===== config.mk =====
export PLATFORM = sky130hd
export DESIGN_NAME = rhc_back
export DESIGN_NICKNAME = d
export VERILOG_FILES = /design/src/rtl/rhc_pkg.sv /design/src/rtl/rhc_back.sv
export SDC_FILE = /design/constraint.sdc
export NUM_CORES = 2
export LEC_CHECK = 0
export ABC_AREA = 0
export BUFFER_PORTS_ARGS = -buffer_cell sky130_fd_sc_hd__buf_2
export CORE_MARGIN = 1
export CORE_UTILIZATION = 65
export CTS_CLUSTER_DIAMETER = 50
export CTS_CLUSTER_SIZE = 40
export DETAILED_ROUTE_END_ITERATION = 8
export PLACE_DENSITY = 0.91
export SLEW_MARGIN = 20
export SYNTH_ARGS = -nofsm -noshare
export SYNTH_HDL_FRONTEND = slang
export SYNTH_SLANG_ARGS = --single-unit
export TNS_END_PERCENT = 50

===== constraint.sdc =====
create_clock -name clk -period 15.5 [get_ports clk]
set_input_delay 3.1 -clock clk [delete_from_list [all_inputs] [get_ports clk]]
set_output_delay 3.1 -clock clk [all_outputs]
set_load 0.05 [all_outputs]

===== src/rtl/rhc_pkg.sv =====
// ---------------------------------------------------------------------------
// rhc_pkg
// Shared types and constants of the rainbow hue cycle colour generator.
// ---------------------------------------------------------------------------
package rhc_pkg;

    localparam int TIME_BITS      = 32;
    localparam int OFFSET_BITS    = 16;
    localparam int PERIOD_BITS    = 16;
    localparam int SUM_BITS       = TIME_BITS + 1;
    localparam int FRAC_BITS      = 16;
    localparam int SECTOR_BITS    = 3;
    localparam int OUT_BITS       = 8;
    localparam int CFG_DATA_BITS  = 16;
    localparam int CFG_INDEX_BITS = 2;
    localparam int QUEUE_DEPTH    = 4;
    localparam int QUEUE_PTR_BITS = 2;

    localparam logic [PERIOD_BITS-1:0] PERIOD_RESET  = 16'd1000;
    localparam int                     CHANNEL_RESET = 255;

    typedef enum logic [CFG_INDEX_BITS-1:0] {
        CFG_PERIOD     = 2'd0,
        CFG_SATURATION = 2'd1,
        CFG_BRIGHTNESS = 2'd2
    } cfg_index_t;

    typedef enum logic [SECTOR_BITS-1:0] {
        SEC_RED_YEL = 3'd0,
        SEC_YEL_GRN = 3'd1,
        SEC_GRN_CYN = 3'd2,
        SEC_CYN_BLU = 3'd3,
        SEC_BLU_MAG = 3'd4,
        SEC_MAG_RED = 3'd5
    } sector_t;

    typedef struct packed {
        logic [TIME_BITS-1:0]   time_ms;
        logic [OFFSET_BITS-1:0] hue_offset;
    } rhc_in_t;

    typedef struct packed {
        logic [OUT_BITS-1:0] red;
        logic [OUT_BITS-1:0] green;
        logic [OUT_BITS-1:0] blue;
    } rhc_out_t;

    typedef struct packed {
        sector_t              sector;
        logic [FRAC_BITS-1:0] frac;
    } rhc_cls_t;

    typedef struct packed {
        logic full;
        logic empty;
    } rhc_qstat_t;

endpackage


===== src/rtl/rhc_back.sv =====
// ---------------------------------------------------------------------------
// rhc_back
// Colour back end: forms the p, q and t levels from saturation, brightness
// and hue fraction, routes them by sector and holds the output word.
// ---------------------------------------------------------------------------
module rhc_back
    import rhc_pkg::*;
#(
    parameter int CHANNEL_BITS = 8
)
(
    input  logic                    clk,
    input  logic                    rst_n,
    input  logic [CHANNEL_BITS-1:0] saturation,
    input  logic [CHANNEL_BITS-1:0] brightness,
    input  logic                    cls_valid,
    input  rhc_cls_t                cls_data,
    output logic                    cls_pop,
    output logic                    out_valid,
    input  logic                    out_ready,
    output rhc_out_t                out_data
);

    localparam int CB       = CHANNEL_BITS;
    localparam int BIG_BITS = CB + FRAC_BITS;
    localparam int PROD_BITS = 2 * CB;

    localparam logic [CB-1:0]       CHAN_MAX = '1;
    localparam logic [BIG_BITS-1:0] BIG      = {CHAN_MAX, {FRAC_BITS{1'b0}}};
    localparam logic [FRAC_BITS:0]  FRAC_ONE = {1'b1, {FRAC_BITS{1'b0}}};

    function automatic logic [CB-1:0] div_chan_max(input logic [PROD_BITS-1:0] n);
        logic [PROD_BITS:0] acc;
        acc = {1'b0, n} + (PROD_BITS+1)'(n >> CB) + 1'b1;
        return acc[PROD_BITS-1:CB];
    endfunction

    function automatic logic [OUT_BITS-1:0] to_out(input logic [CB-1:0] x);
        logic [CB+OUT_BITS-1:0] wide;
        wide = {{OUT_BITS{1'b0}}, x};
        return wide[OUT_BITS-1:0];
    endfunction

    logic                   adv;

    logic                   s1_vld_reg;
    sector_t                s1_sec_reg;
    logic [BIG_BITS-1:0]    s1_sf_reg;
    logic [BIG_BITS:0]      s1_sg_reg;
    logic [PROD_BITS-1:0]   s1_pn_reg;

    logic                   s2_vld_reg;
    sector_t                s2_sec_reg;
    logic [BIG_BITS-1:0]    s2_uq_reg;
    logic [BIG_BITS-1:0]    s2_ut_reg;
    logic [PROD_BITS-1:0]   s2_pn_reg;
    logic [BIG_BITS:0]      s2_ut_next;

    logic                   s3_vld_reg;
    sector_t                s3_sec_reg;
    logic [PROD_BITS-1:0]   s3_nq_reg;
    logic [PROD_BITS-1:0]   s3_nt_reg;
    logic [PROD_BITS-1:0]   s3_pn_reg;
    logic [PROD_BITS+FRAC_BITS-1:0] s3_nq_next;
    logic [PROD_BITS+FRAC_BITS-1:0] s3_nt_next;

    logic                   s4_vld_reg;
    sector_t                s4_sec_reg;
    logic [CB-1:0]          s4_lp_reg;
    logic [CB-1:0]          s4_lq_reg;
    logic [CB-1:0]          s4_lt_reg;

    logic                   out_vld_reg;
    rhc_out_t               out_reg;
    rhc_out_t               out_next;

    assign adv     = !out_vld_reg || out_ready;
    assign cls_pop = adv && cls_valid;

    assign s2_ut_next = {1'b0, BIG} - s1_sg_reg;
    assign s3_nq_next = (PROD_BITS+FRAC_BITS)'(brightness)
                      * (PROD_BITS+FRAC_BITS)'(s2_uq_reg);
    assign s3_nt_next = (PROD_BITS+FRAC_BITS)'(brightness)
                      * (PROD_BITS+FRAC_BITS)'(s2_ut_reg);

    always_comb
    begin
        logic [CB-1:0] lv;
        lv = brightness;
        unique case (s4_sec_reg)
            SEC_RED_YEL: out_next = '{red: to_out(lv),        green: to_out(s4_lt_reg),
                                      blue: to_out(s4_lp_reg)};
            SEC_YEL_GRN: out_next = '{red: to_out(s4_lq_reg), green: to_out(lv),
                                      blue: to_out(s4_lp_reg)};
            SEC_GRN_CYN: out_next = '{red: to_out(s4_lp_reg), green: to_out(lv),
                                      blue: to_out(s4_lt_reg)};
            SEC_CYN_BLU: out_next = '{red: to_out(s4_lp_reg), green: to_out(s4_lq_reg),
                                      blue: to_out(lv)};
            SEC_BLU_MAG: out_next = '{red: to_out(s4_lt_reg), green: to_out(s4_lp_reg),
                                      blue: to_out(lv)};
            SEC_MAG_RED: out_next = '{red: to_out(lv),        green: to_out(s4_lp_reg),
                                      blue: to_out(s4_lq_reg)};
            default:     out_next = '{red: to_out(lv),        green: to_out(s4_lp_reg),
                                      blue: to_out(s4_lq_reg)};
        endcase
    end

    always_ff @(posedge clk or negedge rst_n)
    begin
        if (!rst_n)
        begin
            s1_vld_reg  <= 1'b0;
            s2_vld_reg  <= 1'b0;
            s3_vld_reg  <= 1'b0;
            s4_vld_reg  <= 1'b0;
            out_vld_reg <= 1'b0;
        end
        else if (adv)
        begin
            s1_vld_reg  <= cls_valid;
            s2_vld_reg  <= s1_vld_reg;
            s3_vld_reg  <= s2_vld_reg;
            s4_vld_reg  <= s3_vld_reg;
            out_vld_reg <= s4_vld_reg;
        end
    end

    always_ff @(posedge clk)
    begin
        if (adv)
        begin
            // products
            s1_sec_reg <= cls_data.sector;
            s1_sf_reg  <= BIG_BITS'(saturation) * BIG_BITS'(cls_data.frac);
            s1_sg_reg  <= (BIG_BITS+1)'(saturation)
                        * (BIG_BITS+1)'(FRAC_ONE - {1'b0, cls_data.frac});
            s1_pn_reg  <= PROD_BITS'(brightness) * PROD_BITS'(CHAN_MAX - saturation);
            // complements
            s2_sec_reg <= s1_sec_reg;
            s2_uq_reg  <= BIG - s1_sf_reg;
            s2_ut_reg  <= s2_ut_next[BIG_BITS-1:0];
            s2_pn_reg  <= s1_pn_reg;
            // scale by brightness, drop the fraction
            s3_sec_reg <= s2_sec_reg;
            s3_nq_reg  <= s3_nq_next[PROD_BITS+FRAC_BITS-1:FRAC_BITS];
            s3_nt_reg  <= s3_nt_next[PROD_BITS+FRAC_BITS-1:FRAC_BITS];
            s3_pn_reg  <= s2_pn_reg;
            // divide by full scale
            s4_sec_reg <= s3_sec_reg;
            s4_lp_reg  <= div_chan_max(s3_pn_reg);
            s4_lq_reg  <= div_chan_max(s3_nq_reg);
            s4_lt_reg  <= div_chan_max(s3_nt_reg);
            out_reg    <= out_next;
        end
    end

    assign out_valid = out_vld_reg;
    assign out_data  = out_reg;

    a_levels_below_value: assert property (@(posedge clk) disable iff (!rst_n)
        s4_vld_reg |-> (s4_lp_reg <= brightness && s4_lq_reg <= brightness
                        && s4_lt_reg <= brightness))
        else $error("colour level above brightness");

    a_no_pop_when_stalled: assert property (@(posedge clk) disable iff (!rst_n)
        (out_valid && !out_ready) |-> !cls_pop)
        else $error("queue popped while output stalled");

endmodule


==> flow_summary.toml <==
[global_routing]
grt_busiest_layer = "met2"
gr-total-overflow = 0
met3_usage_pct = 3.86
antenna_found_initial = 0
grt_pass1_vias = 24500
grt_pass1_wl_um = 118000
grt_use_total_pct = 30.7
use_met1_pct = 36.8
met2_usage_pct = 56.1
grt_max_degree = 166

[synth]
ys_seq_area_share_pct = 23.0
yosysWarnings = 0
synth-main-ff-cell = "edfxtp_1"
synth.distinct_cells = 65
synth_top_area_share_pct = 30.5
async_reset_ff_share_pct = 2.09
netlist_instances = 3110
synth_area_mm2 = 0.0311
netlist_top_cells_area = "fa_1 (30%), edfxtp_1 (23%), ha_1 (10%)"
synth_top_area_cell = "fa_1"
synth-edff-count = 234
synth_area_per_cell_um2 = 9.99
synth_seq_cells = 239
syn_nets = 3880

[floorplanning]
die_w_um = 221
io_pins = 65
rows = 79
die-area_mm2 = 0.0487
core-area_mm2 = 0.0469
start_util_pct = 66.3
die_h_um = 221

[sta]
setup_viol = 0
rsz0062_at_grt = "false"
fin_worst_skew_ps = 47.5
drv_slew = 0
slew_headroom_pct = 28.8
post-route-min-period_ps = 8780
finalSetupTns_ps = 0
worstMarginPinSlew_ps = 1060
finalHoldViolCount = 0
finalWorstSetupSlack_ps = 6720
holdWs_ps = 420
fmax_ghz = 0.114
period_share_pct = 56.6

[detailed_routing]
drt-total-wl_um = 70900
vias_per_cell = 5.95
drtIter0Drc = 1803
drc_errors = 6
route.vias.total = 22200
firstDrtPassIters = 9
post_drt_wl_per_cell_um = 19.0
postRouteAntennaNets = 0

[finish]
nets = 3873
drive_gt1_share_pct = 4.61
syn2layout_area_growth_pct = 5.59
fin_area_mm2 = 0.0328
n_antenna_cell = 0

[setup_path]
crit_path_max_fanout = 10
worstSetupPathType = "primary input to register"
arrival_ps = 9080
crit_start = "cls_data[0]"
rr_startpoint = "s2_uq_reg[9]"
cp-start-kind = "primary input"
critPathRequiredTime_ps = 15800
endpoint_kind = "register"

[outcome]
status = "complete, but fails checks"
failed_checks = "design-rule violations"

[clock_network]
cts-buffers-inserted = 25
cts_sinks = 239
htreeDepth = 1
cts_tree = "done"
path_clk_slew_ps = 80
cts_buffer_depth = 3
cts_resized = 0
clock_latency_ps = 590
root_buffer = "clkbuf_16"
postCtsSetupRepairBufs = 0
ctsHoldBuffers = 0

[place]
dpl_cell_area_mm2 = 0.0318
gp_congestion = 0.914
dpl_worst_slack_ps = 6220
dp_hpwl_um = 52100
io_buffers = 64

[worst_hold_path]
hold_class = "register to register"
hold_start = "s1_pn_reg[8]"

[job]
maxCapViolations = 0
## cell usage in the layout (no fill, tap or decap), types with 5 or more instances in the layout
cell	instances
o21ai_0	34
buf_2	64
nand4_1	13
o2111ai_1	5
nand3b_1	5
dfrtp_1	5
xor2_1	50
nor3_1	36
nor4_1	7
a21oi_1	77
nor2_1	90
and2_1	380
a211oi_1	16
clkbuf_16	25
a221oi_1	9
or3_1	7
fa_1	473
or2_2	5
ha_1	258
inv_1	561
o21a_1	17
o22ai_1	17
mux2i_1	9
nand2_1	310
o211ai_1	7
a31oi_1	11
nand2b_1	40
and3_1	14
a21boi_0	5
a221o_1	9
buf_4	12
edfxtp_1	234
nand3_1	42
nor2b_1	45
xnor2_1	100
a21o_1	39
a22oi_1	9
o21bai_1	5
## path summary, 6_finish.rpt
| check | endpoint | slack (ps) | cells past startpoint |
|---|---|---|---|
| setup / recovery | s1_sg_reg[23] | 6720 | 24 |
| hold / removal | s2_pn_reg[8] | 420 | 0 |
| setup reg to reg | s3_nq_reg[15] | 9990 | 15 |
| hold reg to reg | s2_pn_reg[8] | 420 | 0 |
| max in group asynchronous | s4_vld_reg | 13050 | 1 |
| min in group asynchronous | out_valid | 2310 | 1 |
## metrics by stage
| step | std cells | utilization (%) |
|---|---|---|
| global placement | 3683 | 68.0 |
| CTS | 3729 | 70.0 |
| floorplan | 3110 | - |
| finish | 3729 | 70.0 |
| global route | 3729 | 70.0 |
| detailed placement | 3683 | 68.0 |
## cell type report
class	instances	area, um^2
fill	3135	14000
sequential	239	7150
clock buffer	25	626
tap	607	759
clock inverter	21	332
inverter	562	2110
multi-input combinational	2198	21400
timing repair buffer	77	430
## cells in the mapped netlist (all sizes together), types with 45 or more instances
| master | number |
|---|---|
| a21oi | 77 |
| and2 | 380 |
| clkbuf | 103 |
| edfxtp | 234 |
| fa | 473 |
| ha | 258 |
| inv | 561 |
| nand2 | 310 |
| nor2 | 90 |
| nor2b | 45 |
| xnor2 | 100 |
| xor2 | 50 |
## routing by layer
| layer | part of all wire, % | up-vias |
|---|---|---|
| met1 | 37 | 11100 |
| li1 | - | 9840 |
| met4 | 3.5 | 0 |
| met5 | 0 | - |
| met2 | 52 | 1030 |
| met3 | 7.5 | 253 |
## logic make-up (layout without fill, tap and decap cells)
| logic type | count (synthesis) | in the layout | share of synthesized area, % |
|---|---|---|---|
| DFF | 239 | 239 | 23.0 |
| AOI/OAI and AO/OA | 290 | 290 | 6.24 |
| muxes | 13 | 13 | 0.435 |
| xor gates and xnor gates | 150 | 150 | 4.23 |
| and+or+nand+nor | 1014 | 1014 | 17.1 |
| adders and majority gates | 731 | 731 | 40.9 |
| buffers and inverters | 673 | 685 | 8.13 |
## critical path: stages
cell,delay (ps)
buf_2,160
inv_1,90
ha_1,180
nand2_1,90
nor3_1,360
nand3b_1,260
nor4_1,860
nand2_1,190
fa_1,570
inv_1,50
fa_1,490
fa_1,550
inv_1,50
fa_1,470
inv_1,40
ha_1,320
a21oi_1,270
o21bai_1,120
a21o_1,210
a21oi_1,130
o21ai_0,100
a21oi_1,140
o21ai_0,130
xnor2_1,140
Power is not shown: default switching activity piles up to over one toggle a cycle in this logic, so the estimate is an artifact.
