[src/rtl/rhc_pkg.sv]
// ---------------------------------------------------------------------------
// rhc_pkg
// Shared types and constants of the rainbow hue cycle colour generator.
// ---------------------------------------------------------------------------
package rhc_pkg;

    localparam int TIME_BITS      = 32;
    localparam int OFFSET_BITS    = 16;
    localparam int PERIOD_BITS    = 16;
    localparam int SUM_BITS       = TIME_BITS + 1;
    localparam int FRAC_BITS      = 16;
    localparam int SECTOR_BITS    = 3;
    localparam int OUT_BITS       = 8;
    localparam int CFG_DATA_BITS  = 16;
    localparam int CFG_INDEX_BITS = 2;
    localparam int QUEUE_DEPTH    = 4;
    localparam int QUEUE_PTR_BITS = 2;

    localparam logic [PERIOD_BITS-1:0] PERIOD_RESET  = 16'd1000;
    localparam int                     CHANNEL_RESET = 255;

    typedef enum logic [CFG_INDEX_BITS-1:0] {
        CFG_PERIOD     = 2'd0,
        CFG_SATURATION = 2'd1,
        CFG_BRIGHTNESS = 2'd2
    } cfg_index_t;

    typedef enum logic [SECTOR_BITS-1:0] {
        SEC_RED_YEL = 3'd0,
        SEC_YEL_GRN = 3'd1,
        SEC_GRN_CYN = 3'd2,
        SEC_CYN_BLU = 3'd3,
        SEC_BLU_MAG = 3'd4,
        SEC_MAG_RED = 3'd5
    } sector_t;

    typedef struct packed {
        logic [TIME_BITS-1:0]   time_ms;
        logic [OFFSET_BITS-1:0] hue_offset;
    } rhc_in_t;

    typedef struct packed {
        logic [OUT_BITS-1:0] red;
        logic [OUT_BITS-1:0] green;
        logic [OUT_BITS-1:0] blue;
    } rhc_out_t;

    typedef struct packed {
        sector_t              sector;
        logic [FRAC_BITS-1:0] frac;
    } rhc_cls_t;

    typedef struct packed {
        logic full;
        logic empty;
    } rhc_qstat_t;

endpackage

[src/rtl/rhc_front.sv]
// ---------------------------------------------------------------------------
// rhc_front
// Hue front end: phase reduction modulo the period and hue division into
// sector and fraction, one quotient bit per pipeline stage.
// ---------------------------------------------------------------------------
module rhc_front
    import rhc_pkg::*;
(
    input  logic                   clk,
    input  logic                   rst_n,
    input  logic                   enable,
    input  logic                   in_valid,
    input  rhc_in_t                in_data,
    input  logic [PERIOD_BITS-1:0] period,
    output logic                   cls_valid,
    output rhc_cls_t               cls_data
);

    localparam int PHASE_STAGES = SUM_BITS;
    localparam int FRAC_STAGES  = FRAC_BITS;
    localparam int X_BITS       = PERIOD_BITS + SECTOR_BITS;

    logic                   sum_vld_reg;
    logic [SUM_BITS-1:0]    sum_reg;
    logic                   ph_vld_reg  [PHASE_STAGES];
    logic [SUM_BITS-1:0]    ph_div_reg  [PHASE_STAGES];
    logic [PERIOD_BITS-1:0] ph_rem_reg  [PHASE_STAGES];
    logic                   sc_vld_reg  [SECTOR_BITS];
    logic [X_BITS-1:0]      sc_x_reg    [SECTOR_BITS];
    logic [SECTOR_BITS-1:0] sc_bits_reg [SECTOR_BITS];
    logic                   fr_vld_reg  [FRAC_STAGES];
    logic [PERIOD_BITS-1:0] fr_rem_reg  [FRAC_STAGES];
    logic [FRAC_BITS-1:0]   fr_frac_reg [FRAC_STAGES];
    sector_t                fr_sec_reg  [FRAC_STAGES];

    // 33-bit time plus offset
    always_ff @(posedge clk or negedge rst_n)
    begin
        if (!rst_n)
        begin
            sum_vld_reg <= 1'b0;
        end
        else if (enable)
        begin
            sum_vld_reg <= in_valid;
        end
    end

    always_ff @(posedge clk)
    begin
        if (enable)
        begin
            sum_reg <= SUM_BITS'(in_data.time_ms) + SUM_BITS'(in_data.hue_offset);
        end
    end

    // phase = sum mod period
    for (genvar k = 0; k < PHASE_STAGES; k++)
    begin : g_phase
        logic                   vld_in;
        logic [SUM_BITS-1:0]    div_in;
        logic [PERIOD_BITS-1:0] rem_in;
        logic [PERIOD_BITS:0]   trial;
        logic [PERIOD_BITS:0]   diff;
        logic                   ge;
        logic [PERIOD_BITS-1:0] rem_next;

        if (k == 0)
        begin : g_first
            assign vld_in = sum_vld_reg;
            assign div_in = sum_reg;
            assign rem_in = '0;
        end
        else
        begin : g_later
            assign vld_in = ph_vld_reg[k-1];
            assign div_in = ph_div_reg[k-1];
            assign rem_in = ph_rem_reg[k-1];
        end

        assign trial    = {rem_in, div_in[SUM_BITS-1]};
        assign diff     = trial - {1'b0, period};
        assign ge       = trial >= {1'b0, period};
        assign rem_next = ge ? diff[PERIOD_BITS-1:0] : trial[PERIOD_BITS-1:0];

        always_ff @(posedge clk or negedge rst_n)
        begin
            if (!rst_n)
            begin
                ph_vld_reg[k] <= 1'b0;
            end
            else if (enable)
            begin
                ph_vld_reg[k] <= vld_in;
            end
        end

        always_ff @(posedge clk)
        begin
            if (enable)
            begin
                ph_div_reg[k] <= {div_in[SUM_BITS-2:0], 1'b0};
                ph_rem_reg[k] <= rem_next;
            end
        end
    end

    // sector = floor(6 * phase / period)
    for (genvar j = 0; j < SECTOR_BITS; j++)
    begin : g_sector
        logic                   vld_in;
        logic [X_BITS-1:0]      x_in;
        logic [SECTOR_BITS-1:0] bits_in;
        logic [X_BITS-1:0]      per_w;
        logic                   ge;

        if (j == 0)
        begin : g_first
            assign vld_in  = ph_vld_reg[PHASE_STAGES-1];
            assign x_in    = X_BITS'({ph_rem_reg[PHASE_STAGES-1], 2'b00})
                           + X_BITS'({ph_rem_reg[PHASE_STAGES-1], 1'b0});
            assign bits_in = '0;
        end
        else
        begin : g_later
            assign vld_in  = sc_vld_reg[j-1];
            assign x_in    = sc_x_reg[j-1];
            assign bits_in = sc_bits_reg[j-1];
        end

        assign per_w = {{SECTOR_BITS{1'b0}}, period} << (SECTOR_BITS - 1 - j);
        assign ge    = x_in >= per_w;

        always_ff @(posedge clk or negedge rst_n)
        begin
            if (!rst_n)
            begin
                sc_vld_reg[j] <= 1'b0;
            end
            else if (enable)
            begin
                sc_vld_reg[j] <= vld_in;
            end
        end

        always_ff @(posedge clk)
        begin
            if (enable)
            begin
                sc_x_reg[j]    <= ge ? (x_in - per_w) : x_in;
                sc_bits_reg[j] <= {bits_in[SECTOR_BITS-2:0], ge};
            end
        end
    end

    // Q0.16 fraction of the sector
    for (genvar j = 0; j < FRAC_STAGES; j++)
    begin : g_frac
        logic                   vld_in;
        logic [PERIOD_BITS-1:0] rem_in;
        logic [FRAC_BITS-1:0]   frac_in;
        sector_t                sec_in;
        logic [PERIOD_BITS:0]   trial;
        logic [PERIOD_BITS:0]   diff;
        logic                   ge;

        if (j == 0)
        begin : g_first
            assign vld_in  = sc_vld_reg[SECTOR_BITS-1];
            assign rem_in  = sc_x_reg[SECTOR_BITS-1][PERIOD_BITS-1:0];
            assign frac_in = '0;
            assign sec_in  = sector_t'(sc_bits_reg[SECTOR_BITS-1]);
        end
        else
        begin : g_later
            assign vld_in  = fr_vld_reg[j-1];
            assign rem_in  = fr_rem_reg[j-1];
            assign frac_in = fr_frac_reg[j-1];
            assign sec_in  = fr_sec_reg[j-1];
        end

        assign trial = {rem_in, 1'b0};
        assign diff  = trial - {1'b0, period};
        assign ge    = trial >= {1'b0, period};

        always_ff @(posedge clk or negedge rst_n)
        begin
            if (!rst_n)
            begin
                fr_vld_reg[j] <= 1'b0;
            end
            else if (enable)
            begin
                fr_vld_reg[j] <= vld_in;
            end
        end

        always_ff @(posedge clk)
        begin
            if (enable)
            begin
                fr_rem_reg[j]  <= ge ? diff[PERIOD_BITS-1:0] : trial[PERIOD_BITS-1:0];
                fr_frac_reg[j] <= {frac_in[FRAC_BITS-2:0], ge};
                fr_sec_reg[j]  <= sec_in;
            end
        end
    end

    assign cls_valid       = fr_vld_reg[FRAC_STAGES-1];
    assign cls_data.sector = fr_sec_reg[FRAC_STAGES-1];
    assign cls_data.frac   = fr_frac_reg[FRAC_STAGES-1];

    a_phase_below_period: assert property (@(posedge clk) disable iff (!rst_n)
        ph_vld_reg[PHASE_STAGES-1] |-> (ph_rem_reg[PHASE_STAGES-1] < period))
        else $error("phase remainder not below period");

    a_sector_rem_below_period: assert property (@(posedge clk) disable iff (!rst_n)
        sc_vld_reg[SECTOR_BITS-1] |->
            (sc_x_reg[SECTOR_BITS-1] < {{SECTOR_BITS{1'b0}}, period}))
        else $error("sector remainder not below period");

    a_hold_when_stalled: assert property (@(posedge clk) disable iff (!rst_n)
        (!enable && cls_valid) |=> (cls_valid && $stable(cls_data)))
        else $error("front word changed while stalled");

endmodule

[config.mk]
export PLATFORM = sky130hd
export DESIGN_NAME = rhc_front
export DESIGN_NICKNAME = d
export VERILOG_FILES = /design/src/rtl/rhc_pkg.sv /design/src/rtl/rhc_front.sv
export SDC_FILE = /design/constraint.sdc
export NUM_CORES = 2
export LEC_CHECK = 0
export BUFFER_PORTS_ARGS = -buffer_cell sky130_fd_sc_hd__buf_2
export CORE_MARGIN = 4
export CORE_UTILIZATION = 44
export DETAILED_ROUTE_END_ITERATION = 12
export HOLD_SLACK_MARGIN = 0.05
export PLACE_DENSITY_LB_ADDON = 0.15
export SYNTH_ARGS = -nofsm -noshare
export SYNTH_HDL_FRONTEND = slang
export SYNTH_SLANG_ARGS = --single-unit
[constraint.sdc]
create_clock -name clk -period 4.5 [get_ports clk]
set_input_delay 0.9 -clock clk [delete_from_list [all_inputs] [get_ports clk]]
set_output_delay 0.9 -clock clk [all_outputs]
set_load 0.02 [all_outputs]
==> impl_summary.log <==
[metrics] fraction of layout instances using a drive strength above 1: 0.1293
[metrics] I/O pin cnt: 88
[metrics] area growth from synthesis to layout: 12.73%
[metrics] total via count after detailed routing: 64470
[metrics] crit path to: sc_x_reg[0][12]
[metrics] Peak supply drop: 0.4862 mV
[metrics] Std-Cell Core Area: 215000 um^2
[metrics] worst setup path class: flip-flop to flip-flop
[metrics] P_leak: 41.40 nW
[metrics] number of buffers added to fix hold violations after cts: 0
[metrics] clock tree from TritonCTS: built
[metrics] wirelength, routed: 226700 um
[metrics] floorplan die area: 224200 um^2
[metrics] Critical Path Fanout Max: 8
[metrics] CTS buffer count: 183
[metrics] DP HPWL: 159600 um
[metrics] max_cap viols: 0
[metrics] WP data required: 5070 ps
[metrics] number of warning messages in the yosys log: 0
[metrics] area of combinational cells with multiple inputs: 45350 um^2
[metrics] power density over the cells: 781.2 nW/um^2
[metrics] final standard cell area without fillers: 107500 um^2
[metrics] global-route wire length before repair: 354300 um
[metrics] synthesized netlist net count: 9110
[metrics] Worst EP arrival: 4870 ps
[metrics] Die Width: 473.5 um
[metrics] worst setup slack after placement: 56.52 ps
[metrics] Period minus WS final: 4306 ps
[metrics] worst setup margin: 194.1 ps
[metrics] count of final max-slew check failures: 0
[metrics] number of enable-type register cells in the synthesized netlist: 1571
[metrics] highest attainable clock frequency: 232.2 MHz
[metrics] reg-to-reg setup timing slack: 190 ps
[metrics] class of the tightest hold or removal check: input pin to async pin
[metrics] synthesized area per cell: 11.71 um^2
[metrics] clock-pin slew on the worst setup and hold paths: 60 ps
[metrics] worst clock skew on the final layout: 73.20 ps
[metrics] portion of the post-synthesis area used by sequential elements: 0.5088
[metrics] # setup viols final: 0
[metrics] maximum number of pins on one net before global-route repair: 136
[metrics] R2R Path Start: ph_rem_reg[0][513]
[metrics] num rows: 170
[metrics] total routing resource utilization after global routing: 0.1991
[metrics] flip-flop and latch area: 48500 um^2
[metrics] IO Port Bufs: 87
[metrics] most instantiated flip-flop cell in the synthesis netlist: sky130_fd_sc_hd__edfxtp_1
[metrics] gr ovfl total: 0
[metrics] flops & latches, synth: 1624
[metrics] via count of the first global-routing pass: 63480
[metrics] path depth of the worst reg2reg path: 17
[metrics] total clock sinks: 1624
[metrics] routed wire length per instance: 19.71 um
[metrics] core occupancy in the finished layout: 0.4997
[metrics] CTS H-tree lvls: 4
[metrics] router iterations before antenna repair: 5
[metrics] category of the worst setup path launch point: flip-flop
[metrics] clk buf depth: 3
[metrics] antenna violations before repair: 4
[metrics] initial core utilization: 0.4433
[metrics] clock latency of the later-clocked register in the worst-skew pair: 850 ps
[metrics] period utilisation layout: 0.9569
[metrics] Mapped Area: 95330 um^2
[metrics] buffer cell driving the clock tree root: sky130_fd_sc_hd__clkbuf_16
[metrics] Hold Fails Final Rpt: 0
[metrics] category of the worst setup path capture point: flip-flop
[metrics] cell count after synthesis: 8140
[metrics] Post-layout nets: 9478
[metrics] worst setup path start: ph_rem_reg[0][513]
[metrics] total of fill cells in the finished design: 18730
[metrics] setup total negative slack: 0 ps
[metrics] area post-placement: 101300 um^2
[metrics] Chip Height: 473.5 um
[metrics] worst slew slack as a fraction of its limit: 0.3272
[metrics] placed insts: 11160
[metrics] number of distinct library cell variants in the gate-level netlist after synthesis: 88
[metrics] final cell count without fillers: 11500
[metrics] RR Endpoint: sc_x_reg[0][12]
[metrics] drt initial violations: 4244
[metrics] final weighted congestion in routability-driven placement: 0.8741
[metrics] routed vias/inst: 5.605
[metrics] Worst Max-Slew Pin Slew: 1009 ps
[metrics] fraction of synthesis flops using an asynchronous set or reset pin: 0.03264
[metrics] number of nets with antenna violations after detailed routing: 0
[metrics] post-detailed-route DRC marker count: 0
[metrics] result of the run: finished clean
[cell type report]
| class | instances | share of cell area |
|---|---|---|
| diodes | 3 | 0.00006986 |
| clock buffers | 218 | 0.04422 |
| clock inverters | 120 | 0.01242 |
| inverters | 303 | 0.01087 |
| multi-input cells | 6082 | 0.4220 |
| flip-flops and latches | 1624 | 0.4513 |
| well taps | 2838 | 0.03304 |
| repair buffers | 314 | 0.02602 |
[worst max-delay path, cell delays in order, from the launching register on]
cell and delay (ps):
sky130_fd_sc_hd__edfxtp_1 390, sky130_fd_sc_hd__buf_4 160, sky130_fd_sc_hd__ha_1 310, sky130_fd_sc_hd__a211oi_2 230, sky130_fd_sc_hd__o21ai_0 150, sky130_fd_sc_hd__a31oi_2 270
sky130_fd_sc_hd__buf_4 160, sky130_fd_sc_hd__xnor2_1 130, sky130_fd_sc_hd__ha_1 320, sky130_fd_sc_hd__a21o_1 220, sky130_fd_sc_hd__a21o_1 190, sky130_fd_sc_hd__a211oi_2 220
sky130_fd_sc_hd__o31ai_1 130, sky130_fd_sc_hd__a21oi_1 220, sky130_fd_sc_hd__nand2b_1 130, sky130_fd_sc_hd__a211oi_4 310, sky130_fd_sc_hd__buf_6 200, sky130_fd_sc_hd__mux2_2 340
[power by group]
part | total, W | internal [W] | switching (W)
combinational | 0.0422 | 0.0198 | 0.0223
clock | 0.0150 | 0.00856 | 0.00641
sequential | 0.0268 | 0.0239 | 0.00297
[how the worst min path moves through the flow]
stage,endpoint,slack (ps),depth (start not counted)
floorplan,fr_frac_reg[10][10],400,0
global placement,ph_div_reg[0][118],400,0
detailed placement,fr_frac_reg[10][5],400,0
CTS,cls_valid,110,2
global route,g_frac[15].vld_in,160,2
finish,cls_valid,160,2
[metal layers]
metal  GRT usage  vias to the layer above  wire length (um)
met1      0.2830                    31170            108400
met2      0.3202                     1244            103100
li1            -                    31750                 -
met5           0                        -                 0
met3     0.02826                      309              9851
met4     0.05201                        0              5254
[cell usage in the layout, fill, tap and decap left out, drive strengths merged, types with 214 or more instances in the layout]
cell    instances
edfxtp       1571
ha            850
nor2          781
a21oi         733
mux2          414
o21ai         359
xnor2         338
nand2         332
buf           314
inv           302
xor2          244
clkbuf        218
o21a          214
[metrics by stage]
| step | power [W] | hold WS [ps] |
|---|---|---|
| after floorplan | 0.05800 | 400.3 |
| after detailed placement | 0.06841 | 404.5 |
| after global routing | 0.09041 | 160.5 |
| final | 0.08395 | 164.1 |
| after global placement | 0.06796 | 400.7 |
| after CTS | 0.08418 | 105.1 |
[Yosys cell counts, types with 22 or more instances]
| master | number | share of area |
|---|---|---|
| sky130_fd_sc_hd__fa_1 | 52 | 0.011 |
| sky130_fd_sc_hd__mux2i_1 | 35 | 0.0037 |
| sky130_fd_sc_hd__o21a_1 | 214 | 0.017 |
| sky130_fd_sc_hd__o31ai_1 | 37 | 0.0029 |
| sky130_fd_sc_hd__xor2_1 | 244 | 0.022 |
| sky130_fd_sc_hd__nor3_1 | 161 | 0.0085 |
| sky130_fd_sc_hd__edfxtp_1 | 1571 | 0.49 |
| sky130_fd_sc_hd__or3_1 | 112 | 0.0073 |
| sky130_fd_sc_hd__and3_1 | 63 | 0.0041 |
| sky130_fd_sc_hd__clkbuf_1 | 95 | 0.0037 |
| sky130_fd_sc_hd__nor4_1 | 36 | 0.0024 |
| sky130_fd_sc_hd__a21oi_1 | 733 | 0.038 |
| sky130_fd_sc_hd__ha_1 | 850 | 0.11 |
| sky130_fd_sc_hd__mux2_2 | 366 | 0.043 |
| sky130_fd_sc_hd__a211oi_1 | 39 | 0.0031 |
| sky130_fd_sc_hd__nand4_1 | 139 | 0.0091 |
| sky130_fd_sc_hd__nor2b_1 | 115 | 0.0075 |
| sky130_fd_sc_hd__xnor2_1 | 338 | 0.031 |
| sky130_fd_sc_hd__nand2_1 | 332 | 0.013 |
| sky130_fd_sc_hd__o41a_1 | 22 | 0.0026 |
| sky130_fd_sc_hd__o31a_1 | 69 | 0.0063 |
| sky130_fd_sc_hd__inv_1 | 301 | 0.012 |
| sky130_fd_sc_hd__a21boi_0 | 26 | 0.0020 |
| sky130_fd_sc_hd__nand2b_1 | 96 | 0.0063 |
| sky130_fd_sc_hd__a211o_1 | 23 | 0.0021 |
| sky130_fd_sc_hd__o21ai_0 | 347 | 0.018 |
| sky130_fd_sc_hd__o211ai_1 | 107 | 0.0084 |
| sky130_fd_sc_hd__and2_1 | 35 | 0.0023 |
| sky130_fd_sc_hd__nor2_1 | 780 | 0.031 |
| sky130_fd_sc_hd__a21o_1 | 134 | 0.011 |
| sky130_fd_sc_hd__dfrtp_1 | 53 | 0.014 |
| sky130_fd_sc_hd__o21bai_1 | 53 | 0.0042 |
| sky130_fd_sc_hd__nand3_1 | 133 | 0.0070 |
| sky130_fd_sc_hd__or2_2 | 43 | 0.0028 |
| sky130_fd_sc_hd__a31oi_1 | 87 | 0.0057 |
| sky130_fd_sc_hd__mux2_4 | 46 | 0.0072 |
[cell families after synthesis]
group / synth area share
XOR/XNOR: 0.05347
AO/OA/AOI/OAI: 0.1369
multiplexers: 0.05439
AND/OR/NAND/NOR: 0.1061
flip-flops: 0.5088
adder cells (fa/ha/maj): 0.1225
buffers and inverters: 0.01793
[repair_timing]
action / 4_1_cts / 5_1_grt
endpoints found under the setup margin: 0 / 18
gates resized for setup: 0 / 15
hold endpoints to repair: 0 / 0
buffers inserted: 0 / 3
(Power assumes the default switching activity.)
