**config.mk**
```make
export PLATFORM = sky130hd
export DESIGN_NAME = rhc_queue
export DESIGN_NICKNAME = d
export VERILOG_FILES = /design/src/rtl/rhc_pkg.sv /design/src/rtl/rhc_queue.sv
export SDC_FILE = /design/constraint.sdc
export NUM_CORES = 1
export LEC_CHECK = 0
export BUFFER_PORTS_ARGS = -buffer_cell sky130_fd_sc_hd__buf_2
export CORE_MARGIN = 3
export CORE_UTILIZATION = 30
export DETAILED_ROUTE_END_ITERATION = 12
export SYNTH_ARGS = -nofsm -noshare
export SYNTH_HDL_FRONTEND = slang
export SYNTH_SLANG_ARGS = --single-unit
```
**constraint.sdc**
```tcl
create_clock -name clk -period 4 [get_ports clk]
set_clock_uncertainty 0.1 [all_clocks]
set_input_delay 0.4 -clock clk [delete_from_list [all_inputs] [get_ports clk]]
set_output_delay 0.4 -clock clk [all_outputs]
set_load 0.005 [all_outputs]
```
**src/rtl/rhc_pkg.sv**
```systemverilog
// ---------------------------------------------------------------------------
// rhc_pkg
// Shared types and constants of the rainbow hue cycle colour generator.
// ---------------------------------------------------------------------------
package rhc_pkg;

    localparam int TIME_BITS      = 32;
    localparam int OFFSET_BITS    = 16;
    localparam int PERIOD_BITS    = 16;
    localparam int SUM_BITS       = TIME_BITS + 1;
    localparam int FRAC_BITS      = 16;
    localparam int SECTOR_BITS    = 3;
    localparam int OUT_BITS       = 8;
    localparam int CFG_DATA_BITS  = 16;
    localparam int CFG_INDEX_BITS = 2;
    localparam int QUEUE_DEPTH    = 4;
    localparam int QUEUE_PTR_BITS = 2;

    localparam logic [PERIOD_BITS-1:0] PERIOD_RESET  = 16'd1000;
    localparam int                     CHANNEL_RESET = 255;

    typedef enum logic [CFG_INDEX_BITS-1:0] {
        CFG_PERIOD     = 2'd0,
        CFG_SATURATION = 2'd1,
        CFG_BRIGHTNESS = 2'd2
    } cfg_index_t;

    typedef enum logic [SECTOR_BITS-1:0] {
        SEC_RED_YEL = 3'd0,
        SEC_YEL_GRN = 3'd1,
        SEC_GRN_CYN = 3'd2,
        SEC_CYN_BLU = 3'd3,
        SEC_BLU_MAG = 3'd4,
        SEC_MAG_RED = 3'd5
    } sector_t;

    typedef struct packed {
        logic [TIME_BITS-1:0]   time_ms;
        logic [OFFSET_BITS-1:0] hue_offset;
    } rhc_in_t;

    typedef struct packed {
        logic [OUT_BITS-1:0] red;
        logic [OUT_BITS-1:0] green;
        logic [OUT_BITS-1:0] blue;
    } rhc_out_t;

    typedef struct packed {
        sector_t              sector;
        logic [FRAC_BITS-1:0] frac;
    } rhc_cls_t;

    typedef struct packed {
        logic full;
        logic empty;
    } rhc_qstat_t;

endpackage

```
**src/rtl/rhc_queue.sv**
```systemverilog
// ---------------------------------------------------------------------------
// rhc_queue
// Short queue of classified words between the hue front end and the
// colour back end.
// ---------------------------------------------------------------------------
module rhc_queue
    import rhc_pkg::*;
(
    input  logic       clk,
    input  logic       rst_n,
    input  logic       push,
    input  rhc_cls_t   push_data,
    input  logic       pop,
    output rhc_cls_t   pop_data,
    output rhc_qstat_t status
);

    rhc_cls_t                  entry_reg [QUEUE_DEPTH];
    logic [QUEUE_PTR_BITS-1:0] wr_ptr_reg;
    logic [QUEUE_PTR_BITS-1:0] rd_ptr_reg;
    logic [QUEUE_PTR_BITS:0]   count_reg;
    logic [QUEUE_PTR_BITS:0]   count_next;

    always_comb
    begin
        count_next = count_reg;
        if (push && !pop)
        begin
            count_next = count_reg + 1'b1;
        end
        else if (pop && !push)
        begin
            count_next = count_reg - 1'b1;
        end
    end

    always_ff @(posedge clk or negedge rst_n)
    begin
        if (!rst_n)
        begin
            wr_ptr_reg <= '0;
            rd_ptr_reg <= '0;
            count_reg  <= '0;
        end
        else
        begin
            if (push)
            begin
                wr_ptr_reg <= wr_ptr_reg + 1'b1;
            end
            if (pop)
            begin
                rd_ptr_reg <= rd_ptr_reg + 1'b1;
            end
            count_reg <= count_next;
        end
    end

    always_ff @(posedge clk)
    begin
        if (push)
        begin
            entry_reg[wr_ptr_reg] <= push_data;
        end
    end

    assign pop_data     = entry_reg[rd_ptr_reg];
    assign status.full  = count_reg == (QUEUE_PTR_BITS+1)'(QUEUE_DEPTH);
    assign status.empty = count_reg == '0;

    a_no_overflow: assert property (@(posedge clk) disable iff (!rst_n)
        push |-> !status.full)
        else $error("push into full queue");

    a_no_underflow: assert property (@(posedge clk) disable iff (!rst_n)
        pop |-> !status.empty)
        else $error("pop from empty queue");

endmodule

```
==> impl_metrics.json, run 1 <==
{
  "switching_power_mw": 0.672,
  "synth-seq-cells": 83,
  "combPwrFrac": 0.253,
  "rsz0062_at_grt": "false",
  "port_buffers": 43,
  "grt_max_degree": 21,
  "cts_buffer_depth": 2,
  "antenna_found_initial": 0,
  "hold_depth": 1,
  "dieArea_mm2": 0.0117,
  "cts_tree": "yes",
  "setup_viol": 0,
  "syn_area_per_cell_um2": 23.6,
  "grt_pass1_vias": 1511,
  "grt_overflow": 0,
  "fillCellCount": 935,
  "core_mm2": 0.00995,
  "clk_latency_ns": 0.34,
  "hpwl_um": 3380,
  "power.share.clock": 0.225,
  "irDropWorstVdd_mv": 0.298,
  "rr_startpoint": "wr_ptr_reg[0]",
  "grt_pass1_wl_um": 8110,
  "end_kind": "output pin",
  "dp.cells": 306,
  "max_freq_ghz": 0.378,
  "largest_reg_flops": 76,
  "power.density_mw_per_mm2": 665,
  "cpMaxStageDelayCell": "dfrtp_1",
  "cts-root-buf": "clkbuf_8",
  "fin_nets": 214,
  "std_cell_rows": 36,
  "finalWirelength_um": 5200,
  "p_int_mw": 1.78,
  "dp_slack_ns": 1.65,
  "start_kind": "flop",
  "relSlewSlack": 0.323,
  "avgRoutedWirePerCell_um": 16.1,
  "vias_per_cell": 4.31,
  "syn-instance-count": 133,
  "report.final.slew_viol_count": 0,
  "num_antenna_cells": 0,
  "outcome": "finished clean",
  "cp-startpoint": "rd_ptr_reg[0]",
  "vias": 1387,
  "seqPwrFrac": 0.522,
  "grt_usage": 0.0966,
  "period_share": 0.661,
  "initial_core_util": 0.315,
  "synth_warnings": 0,
  "fin_total_pwr_mw": 2.45,
  "drive_gt1_frac": 0.407,
  "cap_violations": 0,
  "swShare": 0.274,
  "cts_made_buffers": 9,
  "antenna_left": 0,
  "hold_violations": 0,
  "rr_worst_depth": 3,
  "syn_nets": 162,
  "placed_area_mm2": 0.00349,
  "drc": 0,
  "utilization": 0.370,
  "htree_levels": 3,
  "max_stage_delay_ns": 0.74,
  "worstSetupPathType": "reg -> out",
  "dr.pass1.iters": 4,
  "synthDistinctLibCells": 18,
  "place_congestion": 0.643,
  "drtIter0Drc": 78,
  "setup-tns-final_ns": 0,
  "holdCritStartpoint": "push_data[2]",
  "min_period_ns": 2.64,
  "syn_to_final_growth_pct": 17.5,
  "arrival_ns": 2.14,
  "yosysSeqAreaShare": 0.783,
  "stdcell_count": 322,
  "die_w_um": 108,
  "critPathRequiredTime_ns": 3.50,
  "pin_count": 44,
  "crit_fanout": 11,
  "cts_resized": 0,
  "hold_class": "in -> reg",
  "clock-sinks": 83,
  "syn_area_mm2": 0.00314,
  "worst_slew_pin_slew_ns": 1.01,
  "p_leak_nw": 1.29,
  "hold_slack_ns": 0.167,
  "setup_slack_ns": 1.36,
  "cp_cell_sequence": "buf_4 > mux4_2 > buf_2",
  "die_height_um": 108,
  "final_area_mm2": 0.00368,
  "path_clk_slew_ns": 0.08
}
layout make-up:
type / count / area (um^2) / area share
clock buffer: 10 / 128 / 0.0346
clock inverter: 5 / 53.8 / 0.0146
inverter: 4 / 15.0 / 0.00407
multi-input combinational: 42 / 632 / 0.171
sequential: 83 / 2460 / 0.667
tap: 133 / 166 / 0.0452
timing repair buffer: 45 / 233 / 0.0632
layout by cell type (no fill, tap or decap), drive strengths merged:
| master | instances |
|---|---|
| ha | 5 |
| mux4 | 19 |
| fa | 1 |
| dfrtp | 7 |
| nor3b | 1 |
| clkbuf | 10 |
| dlygate4sd3 | 1 |
| clkinv | 3 |
| bufinv | 1 |
| nand2 | 2 |
| mux2 | 1 |
| inv | 5 |
| edfxtp | 76 |
| nor2 | 1 |
| buf | 44 |
| and2 | 4 |
| xor2 | 4 |
| o21ai | 1 |
| xnor2 | 2 |
| nor3 | 1 |
logic make-up (layout without fill, tap and decap cells):
kind of cell | count (synthesis) | after routing | share of synthesized area
flip-flops | 83 | 83 | 0.783
buffers and inverters | 8 | 64 | 0.0152
XOR/XNOR | 6 | 6 | 0.0168
AND/OR/NAND/NOR | 9 | 9 | 0.0156
multiplexers | 20 | 20 | 0.141
AO/OA/AOI/OAI | 1 | 1 | 0.00159
adder cells (fa/ha/maj) | 6 | 6 | 0.0263
Yosys cell counts, drive strengths merged:
master  count  area, um^2
edfxtp     76        2280
mux4       19         432
dfrtp       7         175
ha          5        62.6
and2        4        25.0
buf         4        32.5
inv         4        15.0
xor2        4        35.0
nand2       2        7.51
xnor2       2        17.5
fa          1        20.0
mux2        1        11.3
nor2        1        3.75
nor3        1        5.00
nor3b       1        7.51
o21ai       1        5.00
power by group through the flow:
stage,clock (mW),combinational [mW],sequential (mW)
3_3_place_gp,0,0.645,1.29
5_1_grt,0.609,0.695,1.30
6_report,0.552,0.620,1.28
3_5_place_dp,0,0.643,1.30
4_1_cts,0.574,0.646,1.29
2_1_floorplan,0,0.476,1.21
final timing paths:
path                                    to  slack (ns)
setup / recovery               pop_data[0]        1.36
hold / removal             entry_reg[0][2]        0.17
setup reg to reg           entry_reg[0][8]        2.09
hold reg to reg               count_reg[2]        0.39
max in group asynchronous    wr_ptr_reg[1]        3.32
min in group asynchronous    rd_ptr_reg[0]        0.32
worst max-delay path, delay by kind of cell, from the launching register on:
family	cells	cell delay [ns]
buf+inv	2	0.51
flops	1	0.74
mux	1	0.54
per-layer routing:
metal / track usage / vias to the layer above / wire length [um]
li1: - / 641 / -
met1: 0.116 / 702 / 2150
met2: 0.154 / 38 / 2690
met3: 0.0364 / 6 / 279
met4: 0.0469 / 0 / 75
met5: 0 / - / 0
timing repair:
| item | 4_1_cts | 5_1_grt |
|---|---|---|
| hold buffers | 1 | 0 |
| hold endpoints to repair | 7 | 0 |
| buffers inserted | 0 | 0 |
No activity file was read; power rests on OpenSTA's default activity.
==> run 2, diff against run 1 <==
==> constraint.sdc (replaced) <==
create_clock -name clk -period 2.2 [get_ports clk]
set_clock_uncertainty 0.1 [all_clocks]
set_input_delay 0.22 -clock clk [delete_from_list [all_inputs] [get_ports clk]]
set_output_delay 0.22 -clock clk [all_outputs]
set_load 0.005 [all_outputs]
==> impl_metrics.json, run 2 (synthesized netlist as in run 1, its figures left out) <==
{
  "rrSetupSlack_ns": 0.58,
  "end_kind": "output pin",
  "core_mm2": 0.00995,
  "max_freq_ghz": 0.504,
  "layout_commonest_cell": "edfxtp_1",
  "start_kind": "flop",
  "path_clk_slew_ns": 0.09,
  "dp.cells": 313,
  "grt_max_degree": 20,
  "outcome": "finished clean",
  "critPathRequiredTime_ns": 1.88,
  "cts_made_buffers": 9,
  "initial_core_util": 0.315,
  "cts_buffer_depth": 2,
  "clk_latency_ns": 0.34,
  "placed_area_mm2": 0.00358,
  "dp_slack_ns": 0.548,
  "antenna_found_initial": 0,
  "power.density_mw_per_mm2": 1180,
  "drive_gt1_frac": 0.396,
  "crit_fanout": 13,
  "stdcell_count": 350,
  "cts_tree": "yes",
  "worstSetupPathType": "reg -> out",
  "report.final.slew_viol_count": 0,
  "num_antenna_cells": 0,
  "hold_depth": 2,
  "final_area_mm2": 0.00400,
  "arrival_ns": 1.66,
  "irDropWorstVdd_mv": 0.486,
  "p_leak_nw": 1.43,
  "setup_slack_ns": 0.216,
  "setup-tns-final_ns": 0,
  "vias": 1496,
  "hold_slack_ns": 0.0609,
  "vias_per_cell": 4.27,
  "htree_levels": 3,
  "rr_worst_depth": 4,
  "hold_violations": 0,
  "setup_viol": 0,
  "drtIter0Drc": 97,
  "holdCritStartpoint": "push",
  "final_cell_mix": "76 x edfxtp_1, 43 x buf_2, 21 x dlygate4sd3_1",
  "hpwl_um": 3520,
  "largest_reg_flops": 76,
  "antenna_left": 0,
  "std_cell_rows": 36,
  "dr.pass1.iters": 4,
  "fin_nets": 241,
  "hold_class": "in -> reg",
  "cts-root-buf": "clkbuf_8",
  "die_w_um": 108,
  "drc": 0,
  "finalWirelength_um": 5430,
  "cap_violations": 0,
  "avgRoutedWirePerCell_um": 15.5,
  "grt_pass1_wl_um": 8750,
  "min_to": "wr_ptr_reg[0]",
  "rsz0062_at_grt": "false",
  "cts_resized": 0,
  "port_buffers": 43,
  "fin_total_pwr_mw": 4.71,
  "clock-sinks": 83,
  "syn_to_final_growth_pct": 27.5,
  "worst_slew_pin_slew_ns": 0.439,
  "die_height_um": 108,
  "min_period_ns": 1.98,
  "utilization": 0.402,
  "pin_count": 44,
  "rr_startpoint": "wr_ptr_reg[1]",
  "relSlewSlack": 0.707,
  "dieArea_mm2": 0.0117,
  "post_cts.repair.setup_buffers": 0,
  "seq_area_mm2": 0.00246,
  "place_congestion": 0.668,
  "fillCellCount": 883,
  "period_share": 0.902,
  "grt_usage": 0.101,
  "multi_input_area_um2": 632,
  "grt_overflow": 0,
  "grt_pass1_vias": 1673,
  "r2r_end": "entry_reg[1][16]"
}
## run 2: changes by cell type in the layout (fill, tap and decap cells not counted), sizes merged
cell | previous run | this run
buf | 44 | 51
clkinv | 3 | 1
clkbuf | 10 | 9
inv | 5 | 7
dlygate4sd3 | 1 | 21
clkinvlp | 0 | 2
## run 2: report_power, final
group	internal [mW]	switching, mW
Clock	0.542	0.576
Combinational	0.750	0.637
Sequential	2.08	0.132
Total	3.37	1.34
## run 2: metal layers
layer / vias up / track usage / part of all wire
li1: 699 / - / -
met1: 753 / 0.130 / 0.44
met2: 37 / 0.159 / 0.50
met3: 7 / 0.0364 / 0.050
met4: 0 / 0.0325 / 0.0085
met5: - / 0 / 0
## run 2: layout make-up
class | count | share of cell area
Sequential cell | 83 | 0.614
Clock buffer | 9 | 0.0310
Tap cell | 133 | 0.0416
Clock inverter | 7 | 0.0206
Multi-Input combinational cell | 42 | 0.158
Timing Repair Buffer | 72 | 0.131
Inverter | 4 | 0.00375
## run 2: worst max path at each step
stage                                  to  slack (ns)     startpoint  depth (start not counted)
after global placement        pop_data[7]        0.57  rd_ptr_reg[0]                          3
final                         pop_data[7]        0.22  rd_ptr_reg[0]                          3
after CTS                     pop_data[7]        0.17  rd_ptr_reg[0]                          3
after global routing         pop_data[10]        0.10  rd_ptr_reg[0]                          3
after detailed placement  entry_reg[1][1]        0.55  wr_ptr_reg[1]                          4
after floorplan           entry_reg[0][0]        0.60  wr_ptr_reg[0]                          3
## run 2: repair_timing
action / CTS / global route
hold endpoints to repair: 84 / 0
hold buffers: 21 / 0
endpoints found under the setup margin: 0 / 0
## run 2: worst max-delay path, stage by stage (launching register included)
cell and delay, ns:
dfrtp_1 0.35, buf_4 0.27, mux4_2 0.55, buf_2 0.15
==> run 3, diff against run 2 <==
==> constraint.sdc (replaced) <==
create_clock -name clk -period 1.7 [get_ports clk]
set_clock_uncertainty 0.1 [all_clocks]
set_input_delay 0.17 -clock clk [delete_from_list [all_inputs] [get_ports clk]]
set_output_delay 0.17 -clock clk [all_outputs]
set_load 0.005 [all_outputs]
==> impl_metrics.json, run 3 (synthesized netlist as in run 1, its figures left out) <==
{
  "outcome": "complete, but fails checks",
  "violations": "setup timing",
  "antenna_found_initial": 0,
  "drc": 0,
  "post_cts.repair.setup_buffers": 0,
  "cts_tree": "yes",
  "worst_slew_pin_slew_ns": 0.195,
  "power.density_mw_per_mm2": 1580,
  "finalWirelength_um": 5240,
  "core_mm2": 0.00995,
  "layout_commonest_cell": "edfxtp_1",
  "stdcell_count": 358,
  "num_antenna_cells": 0,
  "dp.cells": 318,
  "hpwl_um": 3420,
  "dr.pass1.iters": 4,
  "syn_to_final_growth_pct": 32.8,
  "grt_pass1_wl_um": 8250,
  "cts-root-buf": "clkbuf_8",
  "dp_slack_ns": 0.109,
  "arrival_ns": 1.61,
  "grt_max_degree": 16,
  "die_w_um": 108,
  "period_share": 1.10,
  "hold_violations": 0,
  "port_buffers": 43,
  "utilization": 0.419,
  "largest_reg_flops": 76,
  "setup_slack_ns": -0.178,
  "drive_gt1_frac": 0.418,
  "final_cell_mix": "76 x edfxtp_1, 42 x buf_2, 23 x dlygate4sd3_1",
  "max_freq_ghz": 0.533,
  "worstSetupPathType": "reg -> out",
  "pin_count": 44,
  "grt_overflow": 0,
  "setup-tns-final_ns": -2.98,
  "grt_pass1_vias": 1615,
  "hold_slack_ns": 0.0389,
  "report.final.slew_viol_count": 0,
  "p_leak_nw": 1.51,
  "clk_latency_ns": 0.34,
  "avgRoutedWirePerCell_um": 14.6,
  "fin_total_pwr_mw": 6.59,
  "grt_usage": 0.0975,
  "std_cell_rows": 36,
  "rsz0062_at_grt": "true",
  "htree_levels": 3,
  "placed_area_mm2": 0.00366,
  "relSlewSlack": 0.870,
  "vias": 1515,
  "die_height_um": 108,
  "crit_fanout": 7,
  "vias_per_cell": 4.23,
  "cap_violations": 0,
  "end_kind": "output pin",
  "initial_core_util": 0.315,
  "dieArea_mm2": 0.0117,
  "cts_made_buffers": 9,
  "drtIter0Drc": 112,
  "antenna_left": 0,
  "place_congestion": 0.689,
  "clock-sinks": 83,
  "final_area_mm2": 0.00417,
  "setup_viol": 19,
  "fin_nets": 249,
  "critPathRequiredTime_ns": 1.43,
  "cts_buffer_depth": 2,
  "fillCellCount": 890,
  "rrSetupSlack_ns": 0.22,
  "irDropWorstVdd_mv": 0.726,
  "start_kind": "flop",
  "path_clk_slew_ns": 0.08,
  "hold_class": "in -> reg",
  "min_period_ns": 1.88
}
[run 3: cell types whose count changed in the layout (fill, tap and decap cells not counted), sizes merged]
cell,previous run,this run
clkbuf,9,10
buf,51,56
dlygate4sd3,21,23
clkinvlp,2,0
bufinv,1,3
[run 3: layer usage]
layer / part of all wire / GRT usage / routed length (um)
met4: 0.011 / 0.0487 / 57
met5: 0 / 0 / 0
met2: 0.50 / 0.155 / 2610
met3: 0.038 / 0.0293 / 198
met1: 0.45 / 0.121 / 2380
[run 3: worst max-delay path, stage by stage (launching register included)]
cell and delay (ns):
dfrtp_2 0.44, clkbuf_16 0.19, mux4_2 0.50, buf_2 0.14
[run 3: repair_timing]
action                                 in CTS  in global routing
setup endpoints to repair                  19                 19
gates cloned                                0                  1
gates resized for setup                     1                  3
hold buffers                               23                  0
endpoints found under the hold margin      86                  0
[run 3: final timing paths]
| kind | start | endpoint | cells past startpoint |
|---|---|---|---|
| worst min register to register | count_reg[2] | count_reg[2] | 1 |
| worst min-delay path | push | wr_ptr_reg[1] | 3 |
| worst max-delay path | rd_ptr_reg[0] | pop_data[9] | 3 |
| min in group asynchronous | rst_n | count_reg[1] | 2 |
| worst max register to register | count_reg[0] | count_reg[2] | 4 |
| max in group asynchronous | rst_n | rd_ptr_reg[0] | 2 |
[run 3: power by group]
part	leakage [nW]	internal, mW	switching (mW)
logic	0.604	1.17	0.869
registers	0.779	2.69	0.167
clock network	0.125	0.988	0.706
total	1.51	4.85	1.74
[run 3: layout make-up]
cell class              instances  area [um^2]  share of cell area
multi-input cells              42          628               0.151
repair buffers                 80          653               0.157
clock inverters                 7          121              0.0291
inverters                       4         15.0             0.00360
well taps                     133          166              0.0399
flip-flops and latches         83         2460               0.590
clock buffers                   9          124              0.0297
